==> src/sv/scs_pkg.sv <==
// Shared constants and types for the sine/cosine series unit.
// No dependencies; every other file of the unit imports this package.
package scs_pkg;

    // Internal fixed-point format is signed Q7.56 held in 64 bits.
    localparam int unsigned FRAC_BITS = 56;
    localparam logic [63:0] PI_Q56     = 64'h0324_3F6A_8885_A309;
    localparam logic [63:0] TWO_PI_Q56 = 64'h0648_7ED5_110B_4612;
    localparam logic [63:0] ONE_Q56    = 64'h0100_0000_0000_0000;

    // Default number of series terms, and the width that holds any term divisor.
    localparam int unsigned SERIES_STEPS_DEF = 15;
    localparam int unsigned D_W = 11;

    // The turn count never exceeds 20, so five restoring steps find the remainder.
    localparam int unsigned REDUCE_STEPS = 5;

    // Depth of the queue between the front and the back.
    localparam int unsigned FIFO_DEPTH = 4;
    localparam int unsigned FIFO_PW    = $clog2(FIFO_DEPTH);

    // Reduced angle and its square, handed from the front to the back.
    typedef struct packed {
        logic        op;
        logic        xneg;
        logic [63:0] xmag;
        logic [63:0] x2;
    } scs_item_t;

    // Running state of one item inside the series pipeline.
    typedef struct packed {
        logic        op;
        logic        tneg;
        logic [63:0] tmag;
        logic [63:0] x2;
        logic [63:0] sum;
    } scs_acc_t;

endpackage

==> src/sv/scs_fifo.sv <==
// Short queue that decouples the front part from the series pipeline.
// Depends on scs_pkg.
module scs_fifo (
    input  logic               aclk,
    input  logic               aresetn,
    input  logic               push,
    input  scs_pkg::scs_item_t push_item,
    output logic               full,
    input  logic               pop,
    output logic               empty,
    output scs_pkg::scs_item_t pop_item
);
    import scs_pkg::*;

    scs_item_t          buf_reg [FIFO_DEPTH];
    logic [FIFO_PW-1:0] wr_ptr_reg;
    logic [FIFO_PW-1:0] rd_ptr_reg;
    logic [FIFO_PW:0]   count_reg;

    assign full     = (count_reg == (FIFO_PW + 1)'(FIFO_DEPTH));
    assign empty    = (count_reg == '0);
    assign pop_item = buf_reg[rd_ptr_reg];

    // Pointers and fill count.
    always_ff @(posedge aclk) begin
        if (!aresetn) begin
            wr_ptr_reg <= '0;
            rd_ptr_reg <= '0;
            count_reg  <= '0;
        end else begin
            if (push) begin
                wr_ptr_reg <= wr_ptr_reg + 1'b1;
            end
            if (pop) begin
                rd_ptr_reg <= rd_ptr_reg + 1'b1;
            end
            if (push && !pop) begin
                count_reg <= count_reg + 1'b1;
            end else if (pop && !push) begin
                count_reg <= count_reg - 1'b1;
            end
        end
    end

    // Storage of the queued items.
    always_ff @(posedge aclk) begin
        if (push) begin
            buf_reg[wr_ptr_reg] <= push_item;
        end
    end

endmodule

==> config.mk <==
export PLATFORM = sky130hd
export DESIGN_NAME = scs_fifo
export DESIGN_NICKNAME = d
export VERILOG_FILES = /design/src/sv/scs_pkg.sv /design/src/sv/scs_fifo.sv
export SDC_FILE = /design/constraint.sdc
export NUM_CORES = 1
export LEC_CHECK = 0
export ABC_CLOCK_PERIOD_IN_PS = 5710
export BUFFER_PORTS_ARGS = -buffer_cell sky130_fd_sc_hd__buf_4
export CAP_MARGIN = 40
export CORE_ASPECT_RATIO = 0.8
export CORE_MARGIN = 5
export CORE_UTILIZATION = 35
export CTS_BUF_LIST = sky130_fd_sc_hd__clkbuf_16
export CTS_CLUSTER_DIAMETER = 120
export DETAILED_ROUTE_END_ITERATION = 6
export GPL_TIMING_DRIVEN = 0
export PLACE_DENSITY = 0.53
export REMOVE_ABC_BUFFERS = 1
export SYNTH_ARGS = -nofsm -noshare
export SYNTH_HDL_FRONTEND = slang
export SYNTH_SLANG_ARGS = --single-unit
==> constraint.sdc <==
create_clock -name aclk -period 5.71 [get_ports aclk]
set_input_delay 1.142 -clock aclk [delete_from_list [all_inputs] [get_ports aclk]]
set_output_delay 1.142 -clock aclk [all_outputs]
set_load 0.01 [all_outputs]
==> key figures, run 1 <==
Global route
  – Overall Global Routing Usage: 12.7%
  – Vias in the first global route: 9243
  – Largest net degree at the start of global routing: 52
  – Total gr overflow: 0
  – First-pass GRT wire length: 58100 um
  – Initial antenna violation count: 2

Critical path
  – Largest delay share family, worst path: buffers and inverters
  – Cells on worst reg2reg path: 5
  – Slowest stage delay, CP: 0.71 ns
  – R2r setup slk: 3.48 ns
  – Crit start category: flop
  – Critical path data required time: 4.57 ns
  – CP max-delay cell: dfxtp_4
  – Reg2reg start: wr_ptr_reg[0]
  – Most numerous cell on the critical path: buf_16
  – CP endpoint kind: output pin
  – R2r endpoint: buf_reg[2][11]
  – Arrival time worst endpoint: 2.76 ns
  – Worst Path Class, Setup: reg2out
  – CP Cell Sequence: buf_16 > buf_16 > mux4_2 > buf_4
  – Crit path buf inv count: 3
  – Crit-path max FO: 37

Clock tree
  – Post_cts resized: 0
  – Clock transition time at the flip-flop clock pins of the worst setup and hold paths: 0.06 ns
  – Clk sinks: 529
  – Worst-skew pair later-pin latency: 0.57 ns
  – Maximum clock path buffer count: 3
  – Htree depth: 2
  – CTS tree: yes
  – CTS Buf Count: 54
  – CTS Root Cell: clkbuf_16
  – Hold_buf cts: 0
  – Post-CTS setup buffer count: 0

Pwr
  – Maximum vdd drop: 0.218 mV
  – Total chip power: 0.00884 W
  – Leak: 7.99 nW
  – Power Density: 369 nW/um^2

Worst hold path
  – Hold path start: count_reg[2]
  – Worst Hold Path EP: count_reg[2]
  – Hold path cells: 2
  – Worst Hold Class: reg2reg

Yosys
  – Post-Synthesis Cells: 722
  – Seq/Total Area, Yosys: 81.8%
  – Largest cells by area after synthesis: edfxtp_1 81%, mux4_2 15%, buf_12 1.1%, dfxtp_1 0.93%, ha_1 0.32%
  – #FFs+latches synth: 529
  – Post-synth EDFFs: 520
  – Post-synth top area share: 80.9%
  – Post-synth ARST share: 0%
  – Cell taking the most area after synthesis: edfxtp_1
  – Mean post-synth cell area: 26.7 sq um
  – Mapped cell area: 19300 sq um
  – Most instantiated library cell after synthesis: edfxtp_1
  – Yosys warnings: 0
  – Most common library cells after synthesis: 520 x edfxtp_1, 130 x mux4_2, 11 x buf_12, 10 x buf_2
  – Main synth FF type: edfxtp_1
  – Netlist cell types: 23

Finish
  – Share of cells above drive strength 1: 45.5%
  – Util after Layout: 43.6%
  – Max reg flops: 520
  – Area added between synthesis and finish: 24.1%
  – Final net count: 1167

Timing
  – Fmax: 256 MHz
  – # setup viols final: 0
  – Worst slew margin: 43.8%
  – Final Hold Fails: 0
  – Final setup margin: 1.81 ns
  – RSZ-0062 raised after global routing: false
  – Worst-margin pin slew: 0.843 ns
  – Final worst-path cycle share: 68.3%
  – Worst Skew: 0.0104 ns
  – Pins Over Slew Limit: 0
  – Crit path time final: 3.90 ns

Floorplanning
  – I/O pin cnt: 266
  – Die Ht: 220 um
  – Starting Density: 35.2%
  – Standard-cell rows: 77
  – DIE WIDTH: 273 um
  – Die area: 60000 sq um
  – Core box area: 54900 sq um

Drt
  – Detailed Routing Iterations Pass 1: 4
  – Final WL: 38300 um
  – Initial DRC count: 412
  – Per-cell routed wire length: 21.5 um
  – Routed via count: 8481
  – Antenna-violating nets left: 0
  – # DRC: 0
  – Via/cell ratio: 4.75

Placement
  – Routability cong.: 0.648
  – Port Buffers: 265
  – Place WS: 2.29 ns
  – Post-DP HPWL: 23300 um

Status
  – Outcome: complete, no violations

Job
  – Max_cap viols: 0
[report_power, final]
group	total [W]	switching, W	internal, W
Clock	0.00338	0.00141	0.00197
Combinational	0.000928	0.000443	0.000485
Sequential	0.00452	0.0000621	0.00446
[worst max path at each step]
stage,start,endpoint,slack (ns),cells past startpoint
global route,flop,pop_item[102],1.54,4
global placement,flop,pop_item[102],-4.59,2
detailed placement,flop,pop_item[102],2.29,4
floorplan,flop,pop_item[0],-1.50,1
CTS,flop,pop_item[102],1.63,4
finish,flop,pop_item[102],1.81,4
[cell type report]
class / instances / area [sq um]
diodes: 2 / 5.00
clock inverters: 43 / 295
well taps: 711 / 890
repair buffers: 278 / 2340
fillers: 4759 / 31000
multi-input cells: 160 / 3190
inverters: 4 / 15.0
clock buffers: 57 / 1430
flip-flops and latches: 529 / 15800
[layout by cell type, fill, tap and decap left out]
master and instances:
mux4_2 130, a21boi_0 1, and2_1 5, o21ai_0 1, and2_4 4, ha_1 5, fa_1 1, dfxtp_4 2
buf_4 265, nor3b_1 1, inv_6 1, xnor2_1 2, diode_2 2, or3_1 1, clkinv_2 7, nor3_1 1
buf_12 1, edfxtp_1 520, clkinvlp_4 4, inv_1 14, clkbuf_16 57, buf_16 12, xor2_1 3, nor2b_1 2
clkinv_1 17, nand2_1 1, mux2i_1 2, bufinv_16 4, dfxtp_1 7
[per-layer routing]
layer | track usage [%] | share of wire (%) | vias up
met5 | 0 | 0.050 | -
met4 | 3.14 | 1.8 | 2
met3 | 4.71 | 8.4 | 58
li1 | - | - | 3747
met2 | 19.5 | 46 | 223
met1 | 17.5 | 44 | 4451
[worst reg2reg max path: cells and delay by family (launching register included)]
family	cells	cell delay (ns)
AND/OR/NAND/NOR	1	0.58
buffers and inverters	3	0.72
flip-flops	1	0.35
adder cells (fa/ha/maj)	1	0.15
[logic make-up after synthesis]
group,after synthesis,synth area share (%)
AOI/OAI and AO/OA,2,0.0648
xor gates and xnor gates,5,0.227
adders and majority gates,6,0.428
buffers and inverters,33,1.73
DFF,529,81.8
muxes,132,15.3
and+or+nand+nor,15,0.473
[stage by stage]
stage                     hold WS, ns  area, sq um  std cells  setup TNS (ns)
after global routing            0.609        24000       1782               0
after detailed placement        0.542        22200       1682               0
after global placement          0.496        21900       1669        -1528.57
final                           0.547        24000       1784               0
after CTS                       0.551        24000       1782               0
after floorplan                 0.472        19000        693         -194.88
(Power assumes the default switching activity.)
==> run 2, diff against run 1 <==
--- a/config.mk
+++ b/config.mk
@@ -5,7 +5,7 @@
 export SDC_FILE = /design/constraint.sdc
 export NUM_CORES = 1
 export LEC_CHECK = 0
-export ABC_CLOCK_PERIOD_IN_PS = 5710
+export ABC_CLOCK_PERIOD_IN_PS = 3410
 export BUFFER_PORTS_ARGS = -buffer_cell sky130_fd_sc_hd__buf_4
 export CAP_MARGIN = 40
 export CORE_ASPECT_RATIO = 0.8
@@ -15,7 +15,7 @@
 export CTS_CLUSTER_DIAMETER = 120
 export DETAILED_ROUTE_END_ITERATION = 6
 export GPL_TIMING_DRIVEN = 0
-export PLACE_DENSITY = 0.53
+export PLACE_DENSITY = 0.55
 export REMOVE_ABC_BUFFERS = 1
 export SYNTH_ARGS = -nofsm -noshare
 export SYNTH_HDL_FRONTEND = slang
==> constraint.sdc (replaced) <==
create_clock -name aclk -period 3.41 [get_ports aclk]
set_input_delay 0.682 -clock aclk [delete_from_list [all_inputs] [get_ports aclk]]
set_output_delay 0.682 -clock aclk [all_outputs]
set_load 0.01 [all_outputs]
==> run 2 against run 1 <==
Utilization shrank 0.10 points. Register-to-register slack worse by 2.3 ns. Sequential cell count unchanged. First-iteration DRC count decreased by 16%. Sequential share of layout area up 0.16 points. Die area unchanged. Clock-buffer cell count down 2. Clock skew up 0.0024 ns.
==> key figures, run 2 (synthesized netlist as in run 1, its figures left out) <==
Status
  – Outcome: complete, no violations

Drt
  – Routed via count: 8443 (-0.45%)
  – Via/cell ratio: 4.74 (-0.34%)
  – # DRC: 0 (unchanged)
  – Per-cell routed wire length: 21.4 um (-0.21%)
  – Detailed Routing Iterations Pass 1: 4 (unchanged)
  – Initial DRC count: 346 (-16%)
  – Final WL: 38200 um (-0.32%)
  – Antenna-violating nets left: 0 (unchanged)

Clock tree
  – Maximum clock path buffer count: 3 (unchanged)
  – Htree depth: 2 (unchanged)
  – CTS tree: yes
  – Hold_buf cts: 0 (unchanged)
  – CTS Buf Count: 53 (-1.9%)
  – CTS Root Cell: clkbuf_16
  – Worst-skew pair later-pin latency: 0.58 ns (about the same)
  – Clk sinks: 529 (unchanged)
  – Post_cts resized: 0 (unchanged)
  – Clock transition time at the flip-flop clock pins of the worst setup and hold paths: 0.06 ns (about the same)

Global route
  – Total gr overflow: 0 (unchanged)
  – Overall Global Routing Usage: 12.6% (-0.094 points)
  – First-pass GRT wire length: 57400 um (-1.1%)
  – Largest net degree at the start of global routing: 52 (unchanged)
  – Vias in the first global route: 9150 (-1.0%)
  – Initial antenna violation count: 2 (unchanged)

Placement
  – Placed cell area: 22300 sq um (+0.25%)
  – Post-DP HPWL: 23000 um (-1.1%)
  – Port Buffers: 265 (unchanged)
  – Routability cong.: 0.664 (+2.5%)

Critical path
  – Crit start category: flop
  – Reg2reg start: wr_ptr_reg[0]
  – Critical path data required time: 2.73 ns (-1.84 ns)
  – Crit-path max FO: 34 (-8.1%)
  – Worst Path Class, Setup: reg2out
  – R2r setup slk: 1.18 ns (-2.30 ns)
  – Arrival time worst endpoint: 2.46 ns (-0.30 ns)
  – CP endpoint kind: output pin

Finish
  – Commonest non-fill, non-tap cells in the layout: 520 x edfxtp_1, 265 x buf_4, 130 x mux4_2
  – Area added between synthesis and finish: 23.8%
  – Design area: 23900 sq um (-0.23%)
  – Final net count: 1169 (+0.17%)
  – Commonest non-fill, non-tap cell in the layout: edfxtp_1
  – Util after Layout: 43.5% (-0.10 points)
  – Max reg flops: 520 (unchanged)
  – Share of cells above drive strength 1: 45.5% (about the same)

Pwr
  – Power Density: 604 nW/um^2 (+64%)
  – Combinational Power Share: 11.0% (+0.5 points)
  – Maximum vdd drop: 0.418 mV (+92%)
  – Net Sw Power: 0.00317 W (+65%)
  – Clk pwr share: 36.7% (-1.6 points)
  – Total chip power: 0.0144 W (+63%)
  – Power Internal: 0.0113 W (+63%)
  – Portion of total power attributed to sequential cells: 52.3% (+1.1 points)
  – Leak: 7.98 nW (-0.21%)
  – Net Sw Frac: 21.9% (+0.22 points)

Floorplanning
  – Die area: 60000 sq um (unchanged)
  – Standard-cell rows: 77 (unchanged)
  – I/O pin cnt: 266 (unchanged)
  – Die Ht: 220 um (unchanged)
  – Core box area: 54900 sq um (unchanged)
  – DIE WIDTH: 273 um (unchanged)
  – Starting Density: 35.2% (unchanged)

Worst hold path
  – Worst Hold Class: in2reg
  – Hold path start: push_item[40]

Timing
  – Pins Over Slew Limit: 0 (unchanged)
  – Final worst-path cycle share: 92.1%
  – Worst Skew: 0.0128 ns (+0.00239 ns)
  – # setup viols final: 0 (unchanged)
  – RSZ-0062 raised after global routing: false
  – Worst-margin pin slew: 0.779 ns (-0.0638 ns)
  – WHS: 0.290 ns (-0.257 ns)
  – Fmax: 318 MHz
  – Worst slew margin: 48.0% (+4.3 points)
  – Final Hold Fails: 0 (unchanged)
  – Crit path time final: 3.14 ns

Job
  – Max_cap viols: 0 (unchanged)
run 2: cell types whose count changed in the layout (fill, tap and decap cells not counted), sizes merged:
| cell | delta |
|---|---|
| bufinv | -3 |
| diode | -1 |
| inv | +2 |
| clkbuf | -2 |
| buf | +3 |
| clkinvlp | -1 |
run 2: cell type report:
class / instances / area (sq um)
clock buffer: 55 / 1380
tap: 711 / 890
multi-input combinational: 160 / 3190
timing repair buffer: 281 / 2410
fill: 4743 / 31000
antenna: 1 / 2.50
clock inverter: 41 / 216
sequential: 529 / 15800
inverter: 4 / 15.0
run 2: path summary, 6_finish.rpt:
path                           to  cells past startpoint
setup reg to reg  buf_reg[3][103]                      4
hold / removal     buf_reg[3][40]                      1
hold reg to reg      count_reg[2]                      2
setup / recovery     pop_item[46]                      4
run 2: per-layer routing:
layer  track usage, %  up-vias  wire [um]
met5                0        -         20
met4             3.60        2        720
met3             4.60       57       3020
met2             20.3      217      18500
met1             16.4     4416      15900
li1                 -     3751          -
run 2: repair_timing:
action | 4_1_cts | 5_1_grt
setup endpoints to repair | 1 | 0
setup buffers | 1 | 0
endpoints found under the hold margin | 0 | 0
run 2: power groups by stage:
| stage | clock [W] | sequential (W) | combinational (W) |
|---|---|---|---|
| finish | 0.00529 | 0.00755 | 0.00159 |
| global route | 0.00578 | 0.00758 | 0.00173 |
| CTS | 0.00550 | 0.00756 | 0.00165 |
| detailed placement | 0 | 0.00770 | 0.00163 |
| global placement | 0 | 0.00791 | 0.00157 |
| floorplan | 0 | 0.00779 | 0.000753 |
run 2: critical path, cell delays in order (launching register included):
cell	delay (ns)
dfxtp_4	0.49
buf_16	0.30
buf_16	0.30
mux4_2	0.59
buf_4	0.17
run 2: through the flow:
stage / instances / setup WS (ns) / TNS, ns
CTS: 1781 / 0.151 / 0
detailed placement: 1684 / 0.658 / 0
global route: 1781 / 0.0844 / 0
global placement: 1669 / -6.44 / -2734.97
finish: 1782 / 0.268 / 0
floorplan: 693 / -3.34 / -825.95
==> run 3, diff against run 2 <==
--- a/config.mk
+++ b/config.mk
@@ -15,7 +15,7 @@
 export CTS_CLUSTER_DIAMETER = 120
 export DETAILED_ROUTE_END_ITERATION = 6
 export GPL_TIMING_DRIVEN = 0
-export PLACE_DENSITY = 0.55
+export PLACE_DENSITY = 0.66
 export REMOVE_ABC_BUFFERS = 1
 export SYNTH_ARGS = -nofsm -noshare
 export SYNTH_HDL_FRONTEND = slang
==> run 3 against run 2 <==
Routed wire length fell by 2.3%. Non-clock buffer count did not move. Clock power rose by 4%. Fmax rose by 4.4%. Highest routed layer unchanged. Clock skew rose by 0.0090 ns. Sequential cell count did not move. Sequential share of layout area barely moved. Critical path depth did not move. First-iteration DRC count rose by 44%. Final cell count fell by 0.11%. Utilization barely moved. Register-to-register slack improved by 0.19 ns.
==> key figures, run 3 (synthesized netlist as in run 1, its figures left out) <==
Critical path
  – Most numerous cell on the critical path: buf_16
  – Largest delay share family, worst path: buffers and inverters
  – CP Cell Sequence: buf_16 > buf_16 > mux4_2 > buf_4
  – Slowest stage delay, CP: 0.58 ns (about the same)
  – Reg2reg start: wr_ptr_reg[0]
  – R2r endpoint: buf_reg[3][107]
  – Crit path buf inv count: 3 (unchanged)
  – Crit-path max FO: 38 (+12%)
  – Worst Path Class, Setup: reg2out
  – Arrival time worst endpoint: 2.33 ns (-0.13 ns)
  – CP max-delay cell: mux4_2
  – Cells on worst reg2reg path: 3 (-1)
  – CP endpoint kind: output pin
  – Critical path data required time: 2.73 ns (about the same)
  – R2r setup slk: 1.37 ns (+0.19 ns)
  – Crit start category: flop

Placement
  – Post-DP HPWL: 22400 um (-3.0%)
  – Routability cong.: 0.668 (+0.62%)
  – Port Buffers: 265 (unchanged)
  – Placed cell area: 22200 sq um (-0.21%)

Clock tree
  – CTS tree: yes
  – Maximum clock path buffer count: 3 (unchanged)
  – Clock transition time at the flip-flop clock pins of the worst setup and hold paths: 0.06 ns (about the same)
  – CTS Buf Count: 53 (unchanged)
  – Htree depth: 2 (unchanged)
  – Hold_buf cts: 0 (unchanged)
  – CTS Root Cell: clkbuf_16
  – Clk sinks: 529 (unchanged)
  – Worst-skew pair later-pin latency: 0.57 ns (about the same)
  – Post_cts resized: 0 (unchanged)

Timing
  – Pins Over Slew Limit: 0 (unchanged)
  – Worst slew margin: 46.7% (-1.3 points)
  – Worst Skew: 0.0218 ns (+0.00903 ns)
  – RSZ-0062 raised after global routing: false
  – Crit path time final: 3.01 ns (-0.133 ns)
  – Setup_tns: 0 ns (unchanged)
  – Final worst-path cycle share: 88.2% (-3.9 points)
  – Final Hold Fails: 0 (unchanged)
  – Worst-margin pin slew: 0.799 ns (+0.0201 ns)
  – # setup viols final: 0 (unchanged)
  – Fmax: 332 MHz (+4.4%)
  – WHS: 0.303 ns (+0.0134 ns)

Pwr
  – Maximum vdd drop: 0.462 mV (+10%)
  – Power Internal: 0.0115 W (+1.8%)
  – Clk pwr share: 37.5% (+0.8 points)
  – Power Density: 611 nW/um^2 (+1.2%)
  – Leak: 8.01 nW (+0.39%)
  – Portion of total power attributed to sequential cells: 51.7% (-0.6 points)
  – Net Sw Power: 0.00314 W (-0.76%)
  – Net Sw Frac: 21.5% (-0.43 points)
  – Total chip power: 0.0146 W (+1.2%)
  – Combinational Power Share: 10.8% (-0.2 points)

Global route
  – Initial antenna violation count: 1 (-1)
  – Total gr overflow: 0 (unchanged)
  – Largest net degree at the start of global routing: 55 (+5.8%)
  – Overall Global Routing Usage: 12.2% (-0.48 points)
  – Vias in the first global route: 9127 (-0.25%)
  – First-pass GRT wire length: 56000 um (-2.5%)

Worst hold path
  – Hold path cells: 1 (unchanged)
  – Worst Hold Path EP: buf_reg[1][82]
  – Worst Hold Class: in2reg
  – Hold path start: push_item[82]

Floorplanning
  – I/O pin cnt: 266 (unchanged)
  – Die Ht: 220 um (unchanged)
  – Die area: 60000 sq um (unchanged)
  – Core box area: 54900 sq um (unchanged)
  – Standard-cell rows: 77 (unchanged)
  – Starting Density: 35.2% (unchanged)
  – DIE WIDTH: 273 um (unchanged)

Drt
  – Routed via count: 8502 (+0.70%)
  – # DRC: 0 (unchanged)
  – Per-cell routed wire length: 21.0 um (-2.2%)
  – Via/cell ratio: 4.78 (+0.81%)
  – Detailed Routing Iterations Pass 1: 4 (unchanged)
  – Final WL: 37300 um (-2.3%)
  – Initial DRC count: 497 (+44%)
  – Antenna-violating nets left: 0 (unchanged)

Status
  – Outcome: complete, no violations

Finish
  – Commonest non-fill, non-tap cell in the layout: edfxtp_1
  – Design area: 23900 sq um (about the same)
  – Area added between synthesis and finish: 23.9% (about the same)
  – Commonest non-fill, non-tap cells in the layout: 520 x edfxtp_1, 267 x buf_4, 130 x mux4_2
  – Final net count: 1169 (unchanged)
  – Max reg flops: 520 (unchanged)
  – Share of cells above drive strength 1: 45.5% (about the same)

Job
  – Max_cap viols: 0 (unchanged)
==> run 3: cell count changes in the layout (fill, tap and decap cells not counted), sizes merged <==
cell,previous run,this run
clkinvlp,3,0
inv,17,20
clkbuf,55,53
clkinv,24,20
bufinv,1,5
==> run 3: worst max path at each step <==
stage | start | endpoint | slack, ns | depth (start not counted)
2_1_floorplan | flop | pop_item[0] | -3.34 | 1
3_3_place_gp | flop | pop_item[124] | -6.37 | 2
3_5_place_dp | flop | pop_item[107] | 0.42 | 4
4_1_cts | flop | pop_item[107] | 0.31 | 4
5_1_grt | flop | pop_item[107] | 0.24 | 4
6_report | flop | pop_item[107] | 0.40 | 4
==> run 3: power by group through the flow <==
stage	registers, W	logic [W]	clock network (W)
after floorplan	0.00779	0.000753	0
after global placement	0.00790	0.00155	0
after detailed placement	0.00772	0.00159	0
after CTS	0.00756	0.00163	0.00566
after global routing	0.00757	0.00170	0.00594
final	0.00755	0.00158	0.00548
==> run 3: per-stage QoR <==
stage               instances  util, %  setup WS [ns]
floorplan                 693        -          -3.34
global placement         1669     39.8          -6.37
detailed placement       1682     40.5          0.419
CTS                      1779     43.5          0.311
global route             1779     43.5          0.238
finish                   1780     43.5          0.401
==> run 3: cell type report <==
class                   instances  area, sq um
inverters                       4         15.0
clock inverters                41          307
multi-input cells             160         3190
diodes                          1         2.50
clock buffers                  53         1330
flip-flops and latches        529        15800
well taps                     711          890
repair buffers                281         2380
fillers                      4663        31000
==> run 3: repair_timing <==
item	CTS	global route
endpoints found under the setup margin	38	0
buffers inserted	3	0
endpoints found under the hold margin	0	0
==> run 3: metal layers <==
metal / global-route usage, % / part of all wire, %
met1: 16.1 / 42
met4: 3.26 / 1.8
met3: 4.32 / 8.2
met5: 0 / 0.035
met2: 19.3 / 48
